`config.mk`:
```
export PLATFORM = sky130hd
export DESIGN_NAME = gfov_ctrl
export DESIGN_NICKNAME = d
export VERILOG_FILES = /design/src/sv/gfov_pkg.sv /design/src/sv/gfov_ctrl.sv
export SDC_FILE = /design/constraint.sdc
export NUM_CORES = 1
export LEC_CHECK = 0
export ABC_AREA = 1
export BUFFER_PORTS_ARGS = -buffer_cell sky130_fd_sc_hd__buf_2
export CAP_MARGIN = 5
export CORE_ASPECT_RATIO = 1.5
export CORE_MARGIN = 5
export CORE_UTILIZATION = 55
export CTS_CLUSTER_DIAMETER = 40
export DETAILED_ROUTE_END_ITERATION = 12
export PLACE_DENSITY = 0.77
export SYNTH_ARGS = -nofsm -noshare
export SYNTH_HDL_FRONTEND = slang
export SYNTH_SLANG_ARGS = --single-unit
```
`constraint.sdc`:
```
create_clock -name clock -period 15.99 [get_ports clock]
set_input_delay 0.7995 -clock clock [delete_from_list [all_inputs] [get_ports clock]]
set_output_delay 0.7995 -clock clock [all_outputs]
set_load 0.02 [all_outputs]
```
`src/sv/gfov_pkg.sv`:
```
package gfov_pkg;

   localparam int MAP_ROWS_DEF    = 64;
   localparam int MAP_COLS_DEF    = 64;
   localparam int VIEW_RADIUS_DEF = 15;

   // signed coordinate width, covers the grid plus the view box overhang
   localparam int COORD_W = 10;

   localparam logic [1:0] OP_WRITE   = 2'd0;
   localparam logic [1:0] OP_READ    = 2'd1;
   localparam logic [1:0] OP_CLEAR   = 2'd2;
   localparam logic [1:0] OP_COMPUTE = 2'd3;

   typedef struct packed {
      logic tr_we;
      logic tr_wd;
      logic vis_we;
      logic vis_wd;
      logic seen_we;
      logic seen_wd;
   } mem_ctl_type;

   typedef struct packed {
      logic transparent;
      logic seen;
      logic visible;
   } map_bits_type;

endpackage

```
`src/sv/gfov_ctrl.sv`:
```
module gfov_ctrl #(
   parameter int MAP_ROWS    = gfov_pkg::MAP_ROWS_DEF,
   parameter int MAP_COLS    = gfov_pkg::MAP_COLS_DEF,
   parameter int VIEW_RADIUS = gfov_pkg::VIEW_RADIUS_DEF
) (
   input  logic                                  clock,
   input  logic                                  reset,
   input  logic                                  req_tvalid,
   output logic                                  req_tready,
   input  logic [1:0]                            opcode,
   input  logic [5:0]                            row,
   input  logic [5:0]                            col,
   input  logic                                  transparent_in,
   output logic                                  rsp_tvalid,
   input  logic                                  rsp_tready,
   output gfov_pkg::map_bits_type                rsp_bits,
   output logic [$clog2(MAP_ROWS*MAP_COLS)-1:0]  mem_addr,
   output gfov_pkg::mem_ctl_type                 mem_ctl,
   input  gfov_pkg::map_bits_type                mem_rd
);

   localparam int CW    = gfov_pkg::COORD_W;
   localparam int AW    = $clog2(MAP_ROWS * MAP_COLS);
   localparam int CELLS = MAP_ROWS * MAP_COLS;
   localparam int DW    = 2 * CW;

   localparam logic signed [CW-1:0] RAD    = CW'(VIEW_RADIUS);
   localparam logic signed [CW-1:0] ROWS_C = CW'(MAP_ROWS);
   localparam logic signed [CW-1:0] COLS_C = CW'(MAP_COLS);
   localparam logic signed [CW-1:0] ONE_C  = CW'(1);
   localparam logic signed [DW-1:0] RAD_SQ = DW'(VIEW_RADIUS * VIEW_RADIUS);
   localparam logic [AW-1:0]        LAST_A = AW'(CELLS - 1);

   localparam logic [2:0] ST_INIT  = 3'd0;
   localparam logic [2:0] ST_IDLE  = 3'd1;
   localparam logic [2:0] ST_RD    = 3'd2;
   localparam logic [2:0] ST_SCAN  = 3'd3;
   localparam logic [2:0] ST_WSTEP = 3'd4;
   localparam logic [2:0] ST_WCHK  = 3'd5;
   localparam logic [2:0] ST_MARK  = 3'd6;
   localparam logic [2:0] ST_DONE  = 3'd7;

   function automatic logic in_grid(logic signed [CW-1:0] y, logic signed [CW-1:0] x);
      return y >= 0 && y < ROWS_C && x >= 0 && x < COLS_C;
   endfunction

   function automatic logic interior(logic signed [CW-1:0] y, logic signed [CW-1:0] x);
      return y > 0 && y < ROWS_C - ONE_C && x > 0 && x < COLS_C - ONE_C;
   endfunction

   function automatic logic [AW-1:0] cell_addr(logic signed [CW-1:0] y,
                                                logic signed [CW-1:0] x);
      logic [AW-1:0] ya;
      logic [AW-1:0] xa;
      ya = AW'($unsigned(y));
      xa = AW'($unsigned(x));
      return AW'(ya * AW'(MAP_COLS) + xa);
   endfunction

   logic [2:0]             state_ff, state_in;
   logic [AW-1:0]          sweep_ff, sweep_in;
   logic                   clr_ff, clr_in;
   logic signed [CW-1:0]   oy_ff, oy_in, ox_ff, ox_in;
   logic signed [CW-1:0]   sy_ff, sy_in, sx_ff, sx_in;
   logic signed [CW-1:0]   wy_ff, wy_in, wx_ff, wx_in, wt_ff, wt_in;
   logic signed [CW-1:0]   maj_ff, maj_in, min_ff, min_in, cnt_ff, cnt_in;
   logic                   xneg_ff, xneg_in, yneg_ff, yneg_in, axgt_ff, axgt_in;
   logic                   rsp_valid_ff, rsp_valid_in;
   gfov_pkg::map_bits_type rsp_ff, rsp_in, pend_ff, pend_in;

   logic signed [CW-1:0] in_y, in_x, ddy, ddx, dx, dy, ax, ay, sxs, sys;
   logic signed [CW-1:0] ny, nx, nt;
   logic signed [DW-1:0] d2;
   logic                 last_cell, out_free;

   assign in_y = CW'(row);
   assign in_x = CW'(col);

   assign ddy = sy_ff - oy_ff;
   assign ddx = sx_ff - ox_ff;
   assign d2  = ddy * ddy + ddx * ddx;
   assign dy  = oy_ff - sy_ff;
   assign dx  = ox_ff - sx_ff;
   assign ay  = dy < 0 ? -dy : dy;
   assign ax  = dx < 0 ? -dx : dx;
   assign last_cell = (sy_ff == oy_ff + RAD - ONE_C) && (sx_ff == ox_ff + RAD - ONE_C);
   assign out_free  = !rsp_valid_ff || rsp_tready;

   assign sxs = xneg_ff ? -ONE_C : ONE_C;
   assign sys = yneg_ff ? -ONE_C : ONE_C;

   // one Bresenham step from the current walk position
   always_comb begin
      ny = wy_ff;
      nx = wx_ff;
      nt = wt_ff;
      if (wt_ff >= 0) begin
         if (axgt_ff) ny = ny + sys;
         else         nx = nx + sxs;
         nt = nt - (maj_ff <<< 1);
      end
      if (axgt_ff) nx = nx + sxs;
      else         ny = ny + sys;
      nt = nt + (min_ff <<< 1);
   end

   always_comb begin
      state_in     = state_ff;
      sweep_in     = sweep_ff;
      clr_in       = clr_ff;
      oy_in        = oy_ff;
      ox_in        = ox_ff;
      sy_in        = sy_ff;
      sx_in        = sx_ff;
      wy_in        = wy_ff;
      wx_in        = wx_ff;
      wt_in        = wt_ff;
      maj_in       = maj_ff;
      min_in       = min_ff;
      cnt_in       = cnt_ff;
      xneg_in      = xneg_ff;
      yneg_in      = yneg_ff;
      axgt_in      = axgt_ff;
      rsp_valid_in = rsp_valid_ff && !rsp_tready;
      rsp_in       = rsp_ff;
      pend_in      = pend_ff;
      mem_addr     = cell_addr(sy_ff, sx_ff);
      mem_ctl      = '0;
      req_tready   = 1'b0;

      unique case (state_ff)
         ST_INIT: begin
            mem_addr         = sweep_ff;
            mem_ctl.tr_we    = 1'b1;
            mem_ctl.vis_we   = 1'b1;
            mem_ctl.seen_we  = 1'b1;
            sweep_in         = sweep_ff + AW'(1);
            if (sweep_ff == LAST_A) state_in = ST_IDLE;
         end
         ST_IDLE: begin
            req_tready = 1'b1;
            mem_addr   = cell_addr(in_y, in_x);
            oy_in      = in_y;
            ox_in      = in_x;
            sy_in      = in_y - RAD;
            sx_in      = in_x - RAD;
            pend_in    = '0;
            if (req_tvalid) begin
               unique case (opcode)
                  gfov_pkg::OP_WRITE: begin
                     mem_ctl.tr_we = in_grid(in_y, in_x);
                     mem_ctl.tr_wd = transparent_in;
                     state_in      = ST_DONE;
                  end
                  gfov_pkg::OP_READ: begin
                     state_in = in_grid(in_y, in_x) ? ST_RD : ST_DONE;
                  end
                  gfov_pkg::OP_CLEAR: begin
                     clr_in   = 1'b1;
                     state_in = ST_SCAN;
                  end
                  default: begin
                     clr_in = 1'b0;
                     if (in_grid(in_y, in_x)) begin
                        mem_ctl.vis_we  = 1'b1;
                        mem_ctl.vis_wd  = 1'b1;
                        mem_ctl.seen_we = 1'b1;
                        mem_ctl.seen_wd = 1'b1;
                        state_in        = ST_SCAN;
                     end else begin
                        state_in = ST_DONE;
                     end
                  end
               endcase
            end
         end
         ST_RD: begin
            pend_in  = mem_rd;
            state_in = ST_DONE;
         end
         ST_SCAN: begin
            if (clr_ff) begin
               mem_ctl.vis_we = interior(sy_ff, sx_ff);
               mem_ctl.vis_wd = 1'b0;
            end
            if (!clr_ff && d2 < RAD_SQ && interior(sy_ff, sx_ff)) begin
               wy_in   = sy_ff;
               wx_in   = sx_ff;
               xneg_in = dx < 0;
               yneg_in = dy < 0;
               axgt_in = ax > ay;
               maj_in  = ax > ay ? ax : ay;
               min_in  = ax > ay ? ay : ax;
               wt_in   = ((ax > ay ? ay : ax) <<< 1) - (ax > ay ? ax : ay);
               cnt_in  = '0;
               state_in = (dx == 0 && dy == 0) ? ST_MARK : ST_WSTEP;
            end else if (last_cell) begin
               state_in = ST_DONE;
            end else if (sx_ff == ox_ff + RAD - ONE_C) begin
               sx_in = ox_ff - RAD;
               sy_in = sy_ff + ONE_C;
            end else begin
               sx_in = sx_ff + ONE_C;
            end
         end
         ST_WSTEP: begin
            mem_addr = cell_addr(ny, nx);
            if (cnt_ff != maj_ff && nx == ox_ff && ny == oy_ff) begin
               state_in = ST_MARK;
            end else if (cnt_ff != maj_ff && in_grid(ny, nx)) begin
               wy_in    = ny;
               wx_in    = nx;
               wt_in    = nt;
               cnt_in   = cnt_ff + ONE_C;
               state_in = ST_WCHK;
            end else if (last_cell) begin
               state_in = ST_DONE;
            end else if (sx_ff == ox_ff + RAD - ONE_C) begin
               sx_in    = ox_ff - RAD;
               sy_in    = sy_ff + ONE_C;
               state_in = ST_SCAN;
            end else begin
               sx_in    = sx_ff + ONE_C;
               state_in = ST_SCAN;
            end
         end
         ST_WCHK: begin
            if (mem_rd.transparent) begin
               state_in = ST_WSTEP;
            end else if (last_cell) begin
               state_in = ST_DONE;
            end else if (sx_ff == ox_ff + RAD - ONE_C) begin
               sx_in    = ox_ff - RAD;
               sy_in    = sy_ff + ONE_C;
               state_in = ST_SCAN;
            end else begin
               sx_in    = sx_ff + ONE_C;
               state_in = ST_SCAN;
            end
         end
         ST_MARK: begin
            mem_ctl.vis_we  = 1'b1;
            mem_ctl.vis_wd  = 1'b1;
            mem_ctl.seen_we = 1'b1;
            mem_ctl.seen_wd = 1'b1;
            if (last_cell) begin
               state_in = ST_DONE;
            end else if (sx_ff == ox_ff + RAD - ONE_C) begin
               sx_in    = ox_ff - RAD;
               sy_in    = sy_ff + ONE_C;
               state_in = ST_SCAN;
            end else begin
               sx_in    = sx_ff + ONE_C;
               state_in = ST_SCAN;
            end
         end
         default: begin
            if (out_free) begin
               rsp_valid_in = 1'b1;
               rsp_in       = pend_ff;
               state_in     = ST_IDLE;
            end
         end
      endcase
   end

   always_ff @(posedge clock) begin
      if (reset) begin
         state_ff     <= ST_INIT;
         sweep_ff     <= '0;
         rsp_valid_ff <= 1'b0;
      end else begin
         state_ff     <= state_in;
         sweep_ff     <= sweep_in;
         rsp_valid_ff <= rsp_valid_in;
      end
      clr_ff  <= clr_in;
      oy_ff   <= oy_in;
      ox_ff   <= ox_in;
      sy_ff   <= sy_in;
      sx_ff   <= sx_in;
      wy_ff   <= wy_in;
      wx_ff   <= wx_in;
      wt_ff   <= wt_in;
      maj_ff  <= maj_in;
      min_ff  <= min_in;
      cnt_ff  <= cnt_in;
      xneg_ff <= xneg_in;
      yneg_ff <= yneg_in;
      axgt_ff <= axgt_in;
      rsp_ff  <= rsp_in;
      pend_ff <= pend_in;
   end

   assign rsp_tvalid = rsp_valid_ff;
   assign rsp_bits   = rsp_ff;

endmodule

```
==> metrics.yaml <==
sta:
  drv_slew: 0
  min_period_ns: 10.51
  worstMarginPinSlew_ns: 1.21
  slew_headroom: 0.194
  fin_tns_setup_ns: 0
  hold_ws_ns: 0.425
  timing.final.crit_share: 0.657
  fmaxAchievable_ghz: 0.0952
  fin_worst_skew_ns: 0.00840
  finalSetupViolCount: 0
  grt_setup_unrepaired: "false"
  hold_violations: 0
critical_path:
  cp-endpoint: "wt_ff[5]$_DFFE_PP_"
  r2r_cells: 38
  cp_max_fo: 39
  start_kind: "flop"
  path_common_cell: "nand2_1"
  r2r-end: "wt_ff[5]$_DFFE_PP_"
  path_class: "reg -> reg"
  cp_slowest_cell: "nor2_1"
  crit_required_ns: 16.05
  cp-startpoint: "ox_ff[4]$_DFFE_PP_"
  cpPeakStageDelay_ns: 0.75
  regToRegSetupSlack_ns: 5.48
  r2r-start: "ox_ff[4]$_DFFE_PP_"
  arrival_ns: 10.57
  end_kind: "flop"
grt:
  grtUsageTotal: 0.282
  antenna_found_initial: 1
  grt_first_pass_wirelength_mm: 86.2
  grt_max_degree: 45
  grt_pass1_vias: 17000
  grt_overflow: 0
finish:
  multi_input_area_um2: 13600
  final_common_cell: "inv_1"
  layout-drive-gt1-share: 0.0452
  fillers: 3170
  area_growth_pct: 6.42
  final_cell_mix: "inv_1 (513), nand2_1 (512), nor2_1 (267)"
  fin_nets: 2987
  ff_latch_area_um2: 3320
clock_network:
  clk_path_buf_depth: 2
  root_buffer: "clkbuf_16"
  cts_tree: "yes"
  cts_setup_buffers: 0
  post_cts_resized: 0
  htreeDepth: 4
  cts_buffers: 17
  clock_sinks: 116
  path_clk_slew_ns: 0.06
  cts-hold-fix-buffers: 0
  clock_latency_ns: 0.43
routing:
  wirelength_mm: 53.2
  via_per_inst: 5.54
  dr.pass1.iters: 6
  wl_per_cell_um: 17.6
  postRouteAntennaNets: 0
  drc_errors: 0
  vias: 16700
  first_iter_violations: 1037
yosys:
  synth_edf_count: 100
  synthCells: 2546
  ys_types: 51
  async_flop_share: 0
  syn_area_per_cell_um2: 7.49
  synth_area_um2: 19100
  yosysSeqAreaShare: 0.174
  synth_fp_nets: 2955
  yosys_warnings: 0
  ys_ff_latch: 116
  synth_ff_type: "edfxtp_1"
floorplanning:
  rows: 83
  fp.dieH_um: 238
  io_pins: 45
  die-area_um2: 38600
  die_x_um: 162
  core-area_um2: 34300
  initial_core_util: 0.556
place:
  place.gp.congestion: 0.989
  port_buffers: 44
  hpwl_mm: 45.2
flow_run:
  drv_cap: 0
run_status:
  outcome: "finished clean"
hold_path:
  hold_path_class: "reg -> reg"
flip-flops by register name (all words and copies together), names as in the netlist, 10 cells and up:
name / flops
maj_ff: 10
cnt_ff: 10
sx_ff: 10
sweep_ff: 12
wx_ff: 10
wy_ff: 10
sy_ff: 10
layer usage:
layer	GRT usage	vias up	wire length, um
li1	-	8097	-
met1	0.310	7884	19400
met2	0.515	544	27800
met3	0.0330	176	2180
met4	0.172	2	3850
met5	0	-	13
Yosys cell counts (2+ instances only):
| cell type | instances | share of area |
|---|---|---|
| inv_2 | 3 | 0.00059 |
| nand3b_1 | 16 | 0.0063 |
| nor2_1 | 268 | 0.053 |
| nand2_2 | 6 | 0.0020 |
| nand2_1 | 512 | 0.10 |
| o21ai_1 | 6 | 0.0016 |
| dfxtp_1 | 16 | 0.017 |
| nor3b_1 | 2 | 0.00079 |
| nor4_1 | 6 | 0.0020 |
| o31ai_1 | 3 | 0.0012 |
| o21ai_2 | 3 | 0.0014 |
| o211ai_1 | 8 | 0.0032 |
| inv_1 | 513 | 0.10 |
| buf_1 | 3 | 0.00059 |
| and2_1 | 4 | 0.0013 |
| nor3_1 | 30 | 0.0079 |
| o22ai_1 | 2 | 0.00066 |
| fa_1 | 204 | 0.21 |
| xnor2_1 | 29 | 0.013 |
| ha_1 | 183 | 0.12 |
| clkinv_1 | 7 | 0.0014 |
| a211oi_1 | 6 | 0.0024 |
| o21ai_0 | 130 | 0.034 |
| xor2_1 | 98 | 0.045 |
| o21a_1 | 4 | 0.0016 |
| nand3_1 | 148 | 0.039 |
| o2111ai_1 | 5 | 0.0023 |
| a21oi_1 | 95 | 0.025 |
| a31oi_1 | 11 | 0.0036 |
| nand4_1 | 32 | 0.011 |
| buf_4 | 5 | 0.0020 |
| o21bai_1 | 10 | 0.0039 |
| or2_1 | 6 | 0.0020 |
| a21o_1 | 7 | 0.0028 |
| buf_2 | 5 | 0.0013 |
| edfxtp_1 | 100 | 0.16 |
| clkbuf_1 | 29 | 0.0057 |
| or2_2 | 18 | 0.0059 |
worst max-delay path, delay by kind of cell (launching register included):
| family | cells | cell delay, ns |
|---|---|---|
| adder cells (fa/ha/maj) | 9 | 4.45 |
| XOR/XNOR | 1 | 0.48 |
| flip-flops | 1 | 0.46 |
| buffers and inverters | 8 | 1.64 |
| AO/OA/AOI/OAI | 5 | 1.04 |
| AND/OR/NAND/NOR | 15 | 2.00 |
cells by family (layout without fill, tap and decap cells):
kind of cell / Yosys count / in the layout / share of synthesized area
buf+inv: 566 / 611 / 0.113
fa+ha+maj: 387 / 387 / 0.334
flops: 116 / 116 / 0.174
simple gates: 1052 / 1052 / 0.233
compound gates: 298 / 298 / 0.0873
xor+xnor: 127 / 127 / 0.0584
other cells: 0 / 1 / 0
layout make-up:
type / instances / area share
Multi-Input combinational cell: 1864 / 0.670
Sequential cell: 116 / 0.164
Inverter: 523 / 0.0968
Tap cell: 425 / 0.0262
Clock buffer: 22 / 0.0219
Timing Repair Buffer: 56 / 0.0153
Clock inverter: 10 / 0.00537
Antenna cell: 1 / 0.000123
through the flow:
| step | cells | instance area, um^2 | utilization | setup slack (ns) |
|---|---|---|---|---|
| after floorplan | 2546 | 19100 | - | 5.50 |
| after global placement | 2984 | 19700 | 0.576 | 5.78 |
| after detailed placement | 2984 | 19700 | 0.576 | 5.49 |
| after CTS | 3016 | 20300 | 0.592 | 5.50 |
| after global routing | 3016 | 20300 | 0.592 | 4.75 |
| final | 3017 | 20300 | 0.592 | 5.48 |
worst min-delay path by stage:
| stage | start | endpoint | cells after the start |
|---|---|---|---|
| 2_1_floorplan | pend_ff[0]$_SDFFCE_PN0P_ | rsp_bits[0]$_DFFE_PP_ | 0 |
| 3_3_place_gp | pend_ff[0]$_SDFFCE_PN0P_ | rsp_bits[0]$_DFFE_PP_ | 0 |
| 3_5_place_dp | pend_ff[1]$_SDFFCE_PN0P_ | rsp_bits[1]$_DFFE_PP_ | 0 |
| 4_1_cts | pend_ff[1]$_SDFFCE_PN0P_ | rsp_bits[1]$_DFFE_PP_ | 0 |
| 5_1_grt | pend_ff[1]$_SDFFCE_PN0P_ | rsp_bits[1]$_DFFE_PP_ | 0 |
| 6_report | pend_ff[1]$_SDFFCE_PN0P_ | rsp_bits[1]$_DFFE_PP_ | 0 |
Power is left out: the tool's default activity adds up to more than one toggle a clock period on the data nets, which glitch-free logic cannot reach.
